### config.mk
export PLATFORM = sky130hd
export DESIGN_NAME = greedy_interval_cover
export DESIGN_NICKNAME = d
export VERILOG_FILES = /design/src/sv/gic_pkg.sv /design/src/sv/gic_ctrl.sv /design/src/sv/gic_datapath.sv /design/src/sv/greedy_interval_cover.sv
export VERILOG_INCLUDE_DIRS = /design/src /design/src/sv
export SDC_FILE = /design/constraint.sdc
export NUM_CORES = 2
export LEC_CHECK = 0
export BUFFER_PORTS_ARGS = -buffer_cell sky130_fd_sc_hd__buf_2
export CAP_MARGIN = 40
export CORE_MARGIN = 5
export CORE_UTILIZATION = 40
export CTS_CLUSTER_SIZE = 30
export DETAILED_ROUTE_END_ITERATION = 8
export PLACE_DENSITY = 0.55
export SETUP_SLACK_MARGIN = 0.4
export SLEW_MARGIN = 10
export SYNTH_ARGS = -nofsm -noshare
export SYNTH_HDL_FRONTEND = slang
export SYNTH_HIERARCHICAL = 1
export SYNTH_MEMORY_MAX_BITS = 65536
export SYNTH_SLANG_ARGS = --single-unit
### constraint.sdc
create_clock -name clk_i -period 7 [get_ports clk_i]
set_input_delay 0.7 -clock clk_i [delete_from_list [all_inputs] [get_ports clk_i]]
set_output_delay 0.7 -clock clk_i [all_outputs]
set_load 0.05 [all_outputs]
### src/sv/assert_macros.svh
// Assertion macros shared by the interval cover modules.
`ifndef ASSERT_MACROS_SVH
`define ASSERT_MACROS_SVH

// Property checked on every rising clock edge outside reset.
`define GIC_ASSERT(lbl, prop, msg) \
  lbl: assert property (@(posedge clk_i) disable iff (!rst_ni) (prop)) else $error(msg);

// Condition that must never hold outside reset.
`define GIC_ASSERT_NEVER(lbl, cond, msg) \
  lbl: assert property (@(posedge clk_i) disable iff (!rst_ni) !(cond)) else $error(msg);

`endif

### src/sv/gic_pkg.sv
// Package with types, constants and command/status structs of the interval cover block.
`timescale 1ns / 1ps
`default_nettype none
package gic_pkg;

  localparam int unsigned DataW        = 32;
  localparam int unsigned IdxW         = 6;
  localparam int unsigned CntW         = 7;
  localparam int unsigned ListDepth    = 64;
  localparam int unsigned ListAddrW    = $clog2(ListDepth);
  localparam int unsigned MaxIntervals = 64;
  localparam int unsigned CfgIdxW      = 1;

  // configuration register indexes
  localparam logic [CfgIdxW-1:0] CfgTargetStart = 1'b0;
  localparam logic [CfgIdxW-1:0] CfgTargetEnd   = 1'b1;

  typedef struct packed {
    logic signed [DataW-1:0] interval_start;
    logic signed [DataW-1:0] interval_end;
    logic                    final_interval;
  } in_t;

  typedef struct packed {
    logic [IdxW-1:0] chosen_index;
    logic [CntW-1:0] cover_count;
    logic            impossible;
    logic            run_end;
  } out_t;

  typedef struct packed {
    logic load;
    logic pass_init;
    logic scan_rd;
    logic next_pass;
    logic append;
    logic set_fail;
    logic clear_set;
    logic emit_rd;
  } cmd_t;

  typedef struct packed {
    logic final_req;
    logic scan_more;
    logic scan_pend;
    logic fail;
    logic reached;
    logic stalled;
    logic emit_more;
  } status_t;

endpackage
`default_nettype wire

### src/sv/gic_ctrl.sv
// Controller state machine: load, greedy scan passes, pass decision, result emission.
`timescale 1ns / 1ps
`default_nettype none
`include "assert_macros.svh"
module gic_ctrl (
  input  wire logic             clk_i,
  input  wire logic             rst_ni,
  input  wire logic             start_i,
  output logic                  busy_o,
  input  wire gic_pkg::status_t st_i,
  output gic_pkg::cmd_t         cmd_o
);

  localparam logic [1:0] S_IDLE   = 2'd0;
  localparam logic [1:0] S_READ   = 2'd1;
  localparam logic [1:0] S_DECIDE = 2'd2;
  localparam logic [1:0] S_EMIT   = 2'd3;

  logic [1:0] state_d, state_q;

  always_ff @(posedge clk_i or negedge rst_ni) begin
    if (!rst_ni) begin
      state_q <= S_IDLE;
    end else begin
      state_q <= state_d;
    end
  end

  always_comb begin
    state_d = state_q;
    cmd_o   = '0;
    case (state_q)
      S_IDLE: begin
        if (start_i) begin
          cmd_o.load = 1'b1;
          if (st_i.final_req) begin
            cmd_o.pass_init = 1'b1;
            state_d         = S_READ;
          end
        end
      end
      S_READ: begin
        cmd_o.scan_rd = st_i.scan_more;
        if (!st_i.scan_more && !st_i.scan_pend) begin
          state_d = S_DECIDE;
        end
      end
      S_DECIDE: begin
        if (st_i.fail) begin
          cmd_o.set_fail  = 1'b1;
          cmd_o.clear_set = 1'b1;
          state_d         = S_IDLE;
        end else begin
          cmd_o.append = 1'b1;
          if (st_i.reached) begin
            cmd_o.clear_set = 1'b1;
            state_d         = S_EMIT;
          end else if (st_i.stalled) begin
            // no progress past the covered point
            cmd_o.set_fail  = 1'b1;
            cmd_o.clear_set = 1'b1;
            state_d         = S_IDLE;
          end else begin
            cmd_o.next_pass = 1'b1;
            state_d         = S_READ;
          end
        end
      end
      S_EMIT: begin
        cmd_o.emit_rd = st_i.emit_more;
        if (!st_i.emit_more) begin
          state_d = S_IDLE;
        end
      end
      default: begin
        state_d = S_IDLE;
      end
    endcase
  end

  assign busy_o = (state_q != S_IDLE);

  `GIC_ASSERT(a_final_starts_scan, start_i && !busy_o && st_i.final_req |=> state_q == S_READ, "final request did not start a scan")
  `GIC_ASSERT(a_decide_one_cycle, state_q == S_DECIDE |=> state_q != S_DECIDE, "decision held for more than one cycle")
  `GIC_ASSERT_NEVER(a_emit_and_scan, cmd_o.emit_rd && cmd_o.scan_rd, "emission overlaps scan")

endmodule
`default_nettype wire

### src/sv/gic_datapath.sv
// Datapath: target registers, interval store, best-candidate scan, chosen list and result register.
`timescale 1ns / 1ps
`default_nettype none
`include "assert_macros.svh"
module gic_datapath #(
  parameter int unsigned MaxIntervals = gic_pkg::MaxIntervals
) (
  input  wire logic                         clk_i,
  input  wire logic                         rst_ni,
  input  wire gic_pkg::in_t                 req_i,
  input  wire logic                         cfg_we_i,
  input  wire logic [gic_pkg::CfgIdxW-1:0]  cfg_index_i,
  input  wire logic [gic_pkg::DataW-1:0]    cfg_data_i,
  input  wire gic_pkg::cmd_t                cmd_i,
  output gic_pkg::status_t                  st_o,
  output logic                              res_strobe_o,
  output gic_pkg::out_t                     res_o
);

  localparam int unsigned AddrW = (MaxIntervals > 1) ? $clog2(MaxIntervals) : 1;
  localparam int unsigned CntLW = $clog2(MaxIntervals + 1);
  localparam int unsigned DW    = gic_pkg::DataW;
  localparam int unsigned IW    = gic_pkg::IdxW;
  localparam int unsigned CW    = gic_pkg::CntW;
  localparam int unsigned LAW   = gic_pkg::ListAddrW;

  // interval store: {start, end}, clipped at arrival
  logic [2*DW-1:0] ivl_mem [MaxIntervals];
  logic [IW-1:0]   list_mem [gic_pkg::ListDepth];

  logic signed [DW-1:0] tgt_start_q, tgt_end_q;
  logic [CntLW-1:0]     loaded_q;
  logic [CntLW-1:0]     raddr_q;
  logic [AddrW-1:0]     rd_addr_q;
  logic                 rvld_q;
  logic [2*DW-1:0]      rdata_q;
  logic signed [DW-1:0] covered_q, prev_q, best_end_q, best_start_q;
  logic                 first_q, found_q;
  logic [IW-1:0]        best_idx_q;
  logic [CW-1:0]        count_q, ek_q;
  logic                 out_vld_q;
  gic_pkg::out_t        out_q;

  logic signed [DW-1:0] s_clip, e_clip, rd_s, rd_e;
  logic                 has_room, cand, better;
  logic [AddrW+IW-1:0]  idx_ext;

  always_comb begin
    s_clip = (req_i.interval_start < tgt_start_q) ? tgt_start_q : req_i.interval_start;
    e_clip = (req_i.interval_end > tgt_end_q) ? tgt_end_q : req_i.interval_end;
  end

  assign has_room = (loaded_q < CntLW'(MaxIntervals));
  assign rd_s     = rdata_q[2*DW-1:DW];
  assign rd_e     = rdata_q[DW-1:0];
  assign idx_ext  = {{IW{1'b0}}, rd_addr_q};

  // candidates start at or before the covered point and were not candidates in an earlier pass
  assign cand   = rvld_q && (rd_s <= covered_q) && (first_q || (rd_s > prev_q));
  assign better = !found_q || (rd_e > best_end_q) ||
                  ((rd_e == best_end_q) && (rd_s < best_start_q));

  always_ff @(posedge clk_i) begin
    if (cmd_i.load && has_room) begin
      ivl_mem[loaded_q[AddrW-1:0]] <= {s_clip, e_clip};
    end
    if (cmd_i.scan_rd) begin
      rdata_q <= ivl_mem[raddr_q[AddrW-1:0]];
    end
  end

  always_ff @(posedge clk_i) begin
    if (cmd_i.append) begin
      list_mem[count_q[LAW-1:0]] <= best_idx_q;
    end
    if (cmd_i.emit_rd) begin
      out_q.chosen_index <= list_mem[ek_q[LAW-1:0]];
      out_q.cover_count  <= count_q;
      out_q.impossible   <= 1'b0;
      out_q.run_end      <= ((ek_q + CW'(1)) == count_q);
    end else if (cmd_i.set_fail) begin
      out_q.chosen_index <= '0;
      out_q.cover_count  <= '0;
      out_q.impossible   <= 1'b1;
      out_q.run_end      <= 1'b1;
    end
  end

  always_ff @(posedge clk_i or negedge rst_ni) begin
    if (!rst_ni) begin
      tgt_start_q  <= '0;
      tgt_end_q    <= '0;
      loaded_q     <= '0;
      raddr_q      <= '0;
      rd_addr_q    <= '0;
      rvld_q       <= 1'b0;
      covered_q    <= '0;
      prev_q       <= '0;
      best_end_q   <= '0;
      best_start_q <= '0;
      first_q      <= 1'b0;
      found_q      <= 1'b0;
      best_idx_q   <= '0;
      count_q      <= '0;
      ek_q         <= '0;
      out_vld_q    <= 1'b0;
    end else begin
      if (cfg_we_i) begin
        case (cfg_index_i)
          gic_pkg::CfgTargetStart: tgt_start_q <= cfg_data_i;
          gic_pkg::CfgTargetEnd:   tgt_end_q   <= cfg_data_i;
          default: ;
        endcase
      end
      if (cmd_i.load && has_room) begin
        loaded_q <= loaded_q + CntLW'(1);
      end
      if (cmd_i.clear_set) begin
        loaded_q <= '0;
      end

      rvld_q <= cmd_i.scan_rd;
      if (cmd_i.scan_rd) begin
        rd_addr_q <= raddr_q[AddrW-1:0];
        raddr_q   <= raddr_q + CntLW'(1);
      end

      if (cand && better) begin
        found_q      <= 1'b1;
        best_end_q   <= rd_e;
        best_start_q <= rd_s;
        best_idx_q   <= idx_ext[IW-1:0];
      end

      if (cmd_i.pass_init) begin
        covered_q <= tgt_start_q;
        first_q   <= 1'b1;
        found_q   <= 1'b0;
        raddr_q   <= '0;
        count_q   <= '0;
        ek_q      <= '0;
      end
      if (cmd_i.next_pass) begin
        prev_q    <= covered_q;
        covered_q <= best_end_q;
        first_q   <= 1'b0;
        found_q   <= 1'b0;
        raddr_q   <= '0;
      end
      if (cmd_i.append) begin
        count_q <= count_q + CW'(1);
      end
      if (cmd_i.emit_rd) begin
        ek_q <= ek_q + CW'(1);
      end
      out_vld_q <= cmd_i.emit_rd || cmd_i.set_fail;
    end
  end

  always_comb begin
    st_o           = '0;
    st_o.final_req = req_i.final_interval;
    st_o.scan_more = (raddr_q < loaded_q);
    st_o.scan_pend = rvld_q;
    st_o.fail      = !found_q || (best_end_q < covered_q) ||
                     (count_q >= CW'(gic_pkg::ListDepth));
    st_o.reached   = (best_end_q >= tgt_end_q);
    st_o.stalled   = (best_end_q == covered_q);
    st_o.emit_more = (ek_q < count_q);
  end

  assign res_strobe_o = out_vld_q;
  assign res_o        = out_q;

  `GIC_ASSERT(a_count_bound, count_q <= CW'(gic_pkg::ListDepth), "chosen count beyond list depth")
  `GIC_ASSERT(a_read_follows_issue, rvld_q |-> $past(cmd_i.scan_rd), "scan data without a read")
  `GIC_ASSERT(a_cover_from_list, out_vld_q && !out_q.impossible |-> $past(cmd_i.emit_rd), "cover result without list read")

endmodule
`default_nettype wire

### src/sv/greedy_interval_cover.sv
// A non-final request leaves busy low, so one is taken per cycle.
// Final request: greedy passes over the N stored intervals
// (one store read a cycle per pass, then the read drains and the pass is decided),
// then the C chosen indices are streamed out.
// Reset: targets, counts and control clear at once; the stores need no clearing.
// Results cannot be stalled by the receiver; one strobe per result, impossible right after.
`timescale 1ns / 1ps
`default_nettype none
module greedy_interval_cover #(
  parameter int unsigned MaxIntervals = gic_pkg::MaxIntervals
) (
  input  wire logic                        clk_i,
  input  wire logic                        rst_ni,
  input  wire logic                        start,
  output logic                             busy,
  input  wire gic_pkg::in_t                req_i,
  input  wire logic                        cfg_valid_i,
  output logic                             cfg_ready_o,
  input  wire logic [gic_pkg::CfgIdxW-1:0] cfg_index_i,
  input  wire logic [gic_pkg::DataW-1:0]   cfg_data_i,
  output logic                             res_strobe_o,
  output gic_pkg::out_t                    res_o
);

  gic_pkg::cmd_t    cmd;
  gic_pkg::status_t st;

  assign cfg_ready_o = 1'b1;

  gic_ctrl u_ctrl (
    .clk_i   (clk_i),
    .rst_ni  (rst_ni),
    .start_i (start),
    .busy_o  (busy),
    .st_i    (st),
    .cmd_o   (cmd)
  );

  gic_datapath #(
    .MaxIntervals (MaxIntervals)
  ) u_datapath (
    .clk_i        (clk_i),
    .rst_ni       (rst_ni),
    .req_i        (req_i),
    .cfg_we_i     (cfg_valid_i && cfg_ready_o),
    .cfg_index_i  (cfg_index_i),
    .cfg_data_i   (cfg_data_i),
    .cmd_i        (cmd),
    .st_o         (st),
    .res_strobe_o (res_strobe_o),
    .res_o        (res_o)
  );

endmodule
`default_nettype wire
==> flow_metrics.py <==
metrics = {
    "logic_synthesis": {
        "yosysSeqAreaShare_pct": 75.5,
        "async_flop_share_pct": 4.96,
        "synth.avg_cell_area_um2": 22.8,
        "synthFlopType": "edfxtp_1",
        "synth_top_area_share_pct": 72.4,
        "syn_inst": 8283,
        "synth_nets": 8657,
        "synth-seq-cells": 4797,
        "synth_top_area_cell": "edfxtp_1",
        "syn_area_um2": 189000,
        "ys_warn_count": 6,
        "yosys-top-cells-area": "edfxtp_1 (72%), mux4_2 (18%), dfrtp_1 (3.1%), ha_1 (1.8%), mux2_2 (0.64%)",
        "synth_edf_count": 4558,
        "ys_types": 59,
    },
    "timing": {
        "finalSetupViolations": 0,
        "maxSlewHeadroom_pct": 28.1,
        "setup_tns_ns": 0,
        "worstMarginPinSlew_ns": 1.08,
        "max_freq_mhz": 210,
        "period_share_pct": 67.9,
        "timing.final.hold_violations": 0,
        "slew_violations": 0,
        "rsz0062_at_grt": "no",
        "clock_skew_ns": 0.0962,
        "final.min_clock_period_ns": 4.75,
    },
    "placement": {
        "port_buffers": 118,
        "place_hpwl_mm": 326,
        "gp_congestion": 0.878,
    },
    "power_and_ir_drop": {
        "pwr-share-clk_pct": 31.3,
        "ir_drop_uv": 336,
        "combPwrFrac_pct": 27.0,
        "power_leakage_nw": 69.5,
        "seqPwrFrac_pct": 41.7,
        "p_int_mw": 60.1,
        "powerDensity_nw_per_um2": 390,
        "switchingPower_mw": 25.2,
        "total_power_mw": 85.4,
        "power_switching_share_pct": 29.5,
    },
    "critical_path": {
        "worstPathMaxFanout": 6,
        "end_kind": "flop",
        "crit_arrival_ns": 5.41,
        "worstPathRequired_ns": 7.66,
        "worstSetupPathType": "reg -> reg",
        "worstSetupStartpointType": "flop",
    },
    "floorplan": {
        "rows": 252,
        "start_util_pct": 40.2,
        "die_w_um": 698,
        "core_um2": 471000,
        "die_area_um2": 487000,
        "io_pins": 120,
        "die_y_um": 698,
    },
    "detailed_routing": {
        "drc": 0,
        "firstDrtPassIters": 5,
        "wl_per_cell_um": 37.1,
        "vias": 94300,
        "drt_iter0_drc": 13000,
        "via_per_inst": 6.06,
        "drt_wl_total_mm": 578,
        "postRouteAntennaNets": 0,
    },
    "clocking": {
        "h-tree-depth": 6,
        "cts_setup_buffers": 0,
        "cts_tree": "done",
        "numCtsBuffers": 518,
        "clock-sinks": 4797,
        "cts_hold_buf": 22,
        "cts_resized": 0,
        "clk-insertion-delay-late_ns": 1.08,
        "cts-root-buf": "clkbuf_16",
        "cts_max_path_buffers": 4,
        "cts.clk_slew.worst_paths_ns": 0.06,
    },
    "final_layout": {
        "nets": 9287,
        "largest_register_ffs": 4096,
        "layout-drive-gt1-share_pct": 31.5,
        "syn_to_final_growth_pct": 15.7,
    },
    "global_routing": {
        "grt_max_degree": 149,
        "grt_pass1_wl_mm": 791,
        "grtUsageTotal_pct": 23.3,
        "antenna_found_initial": 80,
        "first_global_vias": 94200,
        "grt_remaining_overflow": 0,
    },
    "run": {
        "cap_violations": 0,
    },
    "status": {
        "status": "completed",
    },
    "min_path": {
        "min_path_type": "in -> reg",
    },
}
-- per-layer routing --
metal  global-route usage [%]  vias up  routed length, um
met5                        0        -                253
met4                     7.90       44              21900
met3                     4.43      967              52500
met2                     36.8     4788             273000
met1                     32.8    52100             231000
li1                         -    36400                  -
-- cell usage after synthesis, types with 5 or more instances --
| master | number |
|---|---|
| o21a_1 | 9 |
| inv_1 | 214 |
| dfrtp_1 | 238 |
| o211ai_1 | 7 |
| nand2b_1 | 10 |
| nor4_1 | 7 |
| clkbuf_1 | 268 |
| o22ai_1 | 5 |
| mux2_4 | 69 |
| and3_1 | 10 |
| nand4_1 | 55 |
| nor2b_1 | 24 |
| a211oi_1 | 8 |
| nand2_1 | 159 |
| o21ai_0 | 144 |
| a2111oi_0 | 7 |
| xor2_1 | 8 |
| buf_6 | 7 |
| or3_1 | 8 |
| nand3_1 | 47 |
| buf_2 | 56 |
| mux4_2 | 1470 |
| a21oi_1 | 94 |
| buf_1 | 61 |
| nor3_1 | 18 |
| mux2i_1 | 38 |
| a21o_1 | 44 |
| xnor2_1 | 13 |
| ha_1 | 272 |
| mux2_2 | 107 |
| nor2_1 | 190 |
| and2_1 | 14 |
| edfxtp_1 | 4558 |
-- placed cells by master, fill, tap and decap left out, types with 15 or more instances in the layout --
master         count
edfxtp_1        4558
mux4_2          1470
clkbuf_16        523
ha_1             272
dfrtp_1          223
inv_1            214
buf_12           160
buf_4            158
nand2_1          158
o21ai_0          144
nor2_1           125
buf_2            118
clkbuf_1         114
mux2_2           107
a21oi_1           94
clkinv_1          93
clkinv_2          75
mux2_4            69
nor2_4            65
nand4_1           55
nand3_1           47
a21o_1            44
mux2i_1           38
buf_16            35
bufinv_16         34
diode_2           31
dlygate4sd3_1     22
nor2b_1           22
inv_6             18
nor3_1            18
clkinv_8          16
clkinvlp_4        15
-- stage by stage --
stage          std cells  area, um2  hold WS (ns)  util (%)  worst slack [ns]
6_report           15600     219000        0.0790      46.5              2.25
5_1_grt            15600     219000        0.0362      46.4              2.03
4_1_cts            15500     219000       0.00259      46.4              2.16
3_5_place_dp       14600     202000         0.465      42.8              1.90
3_3_place_gp       14500     199000         0.463      42.3              1.37
2_1_floorplan       8283     189000         0.404         -              1.86
-- critical path, stage by stage, from the launching register on --
cell	delay [ns]
dfrtp_1	0.46
ha_1	0.46
nand4_1	0.17
nor2_1	0.27
nand3_1	0.17
or3_1	0.46
o21bai_1	0.21
a21oi_1	0.13
a31oi_1	0.07
buf_4	0.22
nor2_1	0.18
nor2b_1	0.27
buf_4	0.24
nand3_1	0.43
nor2_1	0.59
-- layout make-up --
type / count / area (um2)
clock inverters: 281 / 2910
inverters: 214 / 803
flip-flops and latches: 4797 / 143000
well taps: 6223 / 7790
clock buffers: 643 / 13600
multi-input cells: 2877 / 44400
diodes: 31 / 77.6
repair buffers: 505 / 6310
fillers: 38700 / 252000
-- power groups by stage --
stage | clock network (mW) | logic, mW | registers, mW
after global routing | 28.4 | 24.5 | 35.7
after CTS | 27.2 | 23.2 | 35.6
after detailed placement | 0 | 23.1 | 36.2
final | 26.7 | 23.0 | 35.6
after global placement | 0 | 22.2 | 36.4
after floorplan | 0 | 15.6 | 35.7
-- logic make-up (layout without fill, tap and decap cells) --
logic type | after synthesis | in the layout | share of synthesized area, %
flip-flops | 4797 | 4797 | 75.5
other | 1 | 32 | 0.00198
adder cells (fa/ha/maj) | 272 | 272 | 1.80
multiplexers | 1684 | 1684 | 18.9
buffers and inverters | 609 | 1643 | 1.28
XOR/XNOR | 21 | 21 | 0.0972
AND/OR/NAND/NOR | 554 | 554 | 1.34
AO/OA/AOI/OAI | 345 | 345 | 1.09
-- path summary, 6_finish.rpt --
| check | from | endpoint | slack, ns | depth (start not counted) |
|---|---|---|---|---|
| min in group asynchronous | rst_ni | u_datapath/res_strobe_o$_DFF_PN0_ | 0.15 | 2 |
| max in group asynchronous | rst_ni | u_datapath/tgt_start_q[27]$_DFFE_PN0P_ | 5.51 | 3 |
| min reg2reg | u_datapath/res_o[1]$_SDFFE_PP0P_ | u_datapath/res_o[1]$_SDFFE_PP0P_ | 0.48 | 2 |
| max reg2reg | u_datapath/best_end_q[31]$_DFFE_PN0P_ | u_datapath/list_mem[43][1]$_DFFE_PP_ | 2.25 | 14 |
| min | cfg_data_i[7] | u_datapath/tgt_start_q[7]$_DFFE_PN0P_ | 0.08 | 3 |
| max | u_datapath/best_end_q[31]$_DFFE_PN0P_ | u_datapath/list_mem[43][1]$_DFFE_PP_ | 2.25 | 14 |
No activity file was read; power rests on OpenSTA's default activity.
